`src/rtl/core/lpht_ram.sv`:
```
// ----------------------------------------------------------------------------
// lpht_ram: generic simple dual-port RAM
// One write port, one read port, read data registered.
// ----------------------------------------------------------------------------
module lpht_ram #(
    parameter int WIDTH = 32,
    parameter int DEPTH = 64
) (
    input  logic                     i_clk,
    input  logic                     i_we,
    input  logic [$clog2(DEPTH)-1:0] i_wr_addr,
    input  logic [WIDTH-1:0]         i_wr_data,
    input  logic [$clog2(DEPTH)-1:0] i_rd_addr,
    output logic [WIDTH-1:0]         o_rd_data
);

    logic [WIDTH-1:0] r_mem [DEPTH];
    logic [WIDTH-1:0] r_rd_data;

    always_ff @(posedge i_clk) begin
        if (i_we) begin
            r_mem[i_wr_addr] <= i_wr_data;
        end
        r_rd_data <= r_mem[i_rd_addr];
    end

    assign o_rd_data = r_rd_data;

endmodule
```
`config.mk`:
```
export PLATFORM = sky130hd
export DESIGN_NAME = lpht_ram
export DESIGN_NICKNAME = d
export VERILOG_FILES = /design/src/rtl/core/lpht_ram.sv
export SDC_FILE = /design/constraint.sdc
export NUM_CORES = 2
export LEC_CHECK = 0
export BUFFER_PORTS_ARGS = -buffer_cell sky130_fd_sc_hd__buf_2
export CAP_MARGIN = 20
export CORE_MARGIN = 4
export CORE_UTILIZATION = 57
export DETAILED_ROUTE_END_ITERATION = 8
export GPL_TIMING_DRIVEN = 0
export PLACE_DENSITY = 0.76
export REMOVE_ABC_BUFFERS = 1
export SETUP_SLACK_MARGIN = 0.02
export SLEW_MARGIN = 30
export SYNTH_ARGS = -nofsm -noshare
export SYNTH_HDL_FRONTEND = slang
export SYNTH_SLANG_ARGS = --single-unit
```
`constraint.sdc`:
```
create_clock -name i_clk -period 3.66 [get_ports i_clk]
set_clock_uncertainty 0.15 [all_clocks]
set_input_delay 0.366 -clock i_clk [delete_from_list [all_inputs] [get_ports i_clk]]
set_output_delay 0.366 -clock i_clk [all_outputs]
set_load 0.005 [all_outputs]
```
==> results.yml <==
final_layout:
  multi_input_area_um2: 16000
  area_growth_pct: 16.4
  fin_area_um2: 91400
  fillCellCount: 7850
  regArea_um2: 62100
  fin_nets: 3663
  drive_gt1_frac: 0.299
floorplanning:
  start_util: 0.577
  die_h_um: 379
  rows: 135
  fp.dieW_um: 379
  io-pin-count: 78
  design.core.area_um2: 136000
  die_area_um2: 144000
power:
  power.density_nw_per_um2: 530
  seq_power_share: 0.546
  p_sw_frac: 0.214
  p_switching_uw: 10400
  comb_power_share: 0.052
  p_clk_frac: 0.403
  ir_worst_vdd_mv: 0.398
  p_leak_uw: 0.0286
  internal_power_uw: 38000
setup_path:
  cp.required_ns: 4.12
  start_kind: "input pin"
  slowest_delay_ns: 0.92
  cp_slowest_cell: "o32ai_1"
  arrival_ns: 4.11
  path_common_cell: "buf_16"
  path_max_fanout: 72
  critPathCaptureType: "flip-flop"
  path_cells: "buf_8 -> buf_16 -> buf_16 -> nor2b_1 -> a22oi_1 -> and3_1 -> o32ai_1 -> nor3_1"
  critical_path_class: "input pin to flip-flop"
  r2r_slack_ns: 0.80
clocking:
  clockBufferDepth: 3
  cts_root_buf: "clkbuf_16"
  clock_latency_ns: 0.85
  cts_setup_buffers: 0
  cts_tree: "yes"
  cts_sinks: 2080
  clkSlewWorstSetupHoldPaths_ns: 0.06
  cts_buffers: 193
  cts.htree.levels: 4
synthesis:
  yosys.area.top_type_share: 0.783
  synth_flop_cell: "edfxtp_1"
  syn_area_per_cell_um2: 23.6
  synth_edf_count: 2048
  synthTopCellsByCount: "edfxtp_1, mux4_2, nor2_1, mux2i_1, o22ai_1"
  post-synth-top-count-cell: "edfxtp_1"
  synthArstFlopShare: 0
  syn_inst: 3324
  synth_top_cell_by_area: "edfxtp_1"
  synthTopCellsByArea: "edfxtp_1, mux4_2, mux2i_1, dfxtp_1, o22ai_1"
  yosysSeqAreaShare: 0.791
  synth_cell_type_count: 34
  synth_warnings: 0
  synth_seq_cells: 2080
  syn_area_um2: 78500
detailed_routing:
  drtIter0Drc: 6781
  num_vias: 39671
  dr.pass1.iters: 8
  wirelength_um: 210000
  ant_nets: 0
  wl_per_cell_um: 37.7
  post-route-drc-count: 0
  via_per_inst: 7.12
grt:
  grt_pass1_wl_um: 299000
  first_global_vias: 39790
  track_usage: 0.298
  grt_max_degree: 77
  gr-total-overflow: 0
  antenna_found_initial: 18
sta:
  whs_ns: 0.151
  rsz0062_at_grt: "no"
  setup_slack_ns: 0.0106
  finalCriticalPeriod_ns: 3.65
  worst_pin_slew_ns: 1.14
  maxSlewViolCount: 0
  setup_violations: 0
  fin_crit_sh: 0.997
  hold_viol_final: 0
  max_freq_mhz: 274
  fin_setup_tns_ns: 0
  slew_headroom: 0.238
placement:
  io_buffers: 77
  routabilityCongestion: 0.800
  place_hpwl_um: 119000
  place_area_um2: 84900
  post-place-ws_ns: -0.884
hold_path:
  hp-class: "input pin to flip-flop"
run_status:
  outcome: "finished, final reports clean"
run:
  maxCapViolCount: 0
-- flip-flops by register name (all words and copies together) (netlist names) --
signal,cells
r_mem,2048
o_rd_data,32
-- worst max-delay path, delay by kind of cell --
family	cells	cell delay, ns
buf+inv	3	1.20
compound gates	2	1.09
simple gates	3	1.28
-- logic make-up after synthesis --
group,share of synthesized area
DFF,0.791
muxes,0.168
and+or+nand+nor,0.0127
AOI/OAI and AO/OA,0.0167
buffers and inverters,0.0113
-- final timing paths --
kind,from,endpoint,cells past startpoint
max reg2reg,r_mem[38][8]$_DFFE_PP_,o_rd_data[8]$_DFF_P_,5
min reg2reg,r_mem[58][5]$_DFFE_PP_,o_rd_data[5]$_DFF_P_,4
min,i_rd_addr[4],o_rd_data[26]$_DFF_P_,3
max,i_rd_addr[1],o_rd_data[8]$_DFF_P_,8
-- layer usage --
layer,vias to the layer above,GRT usage,routed length (um)
met4,6,0.137,11300
met2,3410,0.467,102000
met5,-,0,34
met1,20708,0.409,72000
met3,673,0.0669,25100
li1,14874,-,-
-- power by group through the flow --
stage | clock network [uW] | logic (uW) | registers, uW
global route | 20800 | 2610 | 26400
CTS | 19700 | 2440 | 26400
global placement | 0 | 2820 | 26900
finish | 19500 | 2490 | 26400
floorplan | 0 | 977 | 26900
detailed placement | 0 | 2370 | 26900
-- repair_timing --
| item | CTS | global route |
|---|---|---|
| cloned | 0 | 1 |
| setup endpoints to repair | 4 | 3 |
| endpoints found under the hold margin | 650 | 1111 |
| gates resized for setup | 3 | 2 |
| hold buffers | 14 | 21 |
-- through the flow --
stage | cells | util | power [uW]
2_1_floorplan | 3142 | - | 27900
3_3_place_gp | 5000 | 0.589 | 29800
6_report | 5573 | 0.672 | 48400
5_1_grt | 5566 | 0.671 | 49800
4_1_cts | 5540 | 0.669 | 48500
3_5_place_dp | 5167 | 0.623 | 29300
-- placed cells by master (no fill, tap or decap), types with 27 or more instances in the layout --
master         instances
mux2i_1               93
buf_4                 42
dlygate4sd3_1         35
dfxtp_1               32
edfxtp_1            2048
buf_2                 41
o221ai_1              27
nor2_1                74
clkbuf_1              48
o22ai_1               82
clkbuf_16            195
a21oi_1               61
nor2_4                63
clkinv_2              32
buf_16               125
clkinv_1              54
mux4_2               544
-- layout make-up --
class,count,share of cell area
clock inverters,113,0.0107
well taps,1781,0.0244
repair buffers,280,0.0538
diodes,11,0.000301
clock buffers,246,0.0557
flip-flops and latches,2080,0.680
multi-input cells,1062,0.176
Note: power is estimated with default switching activity, not from simulation.
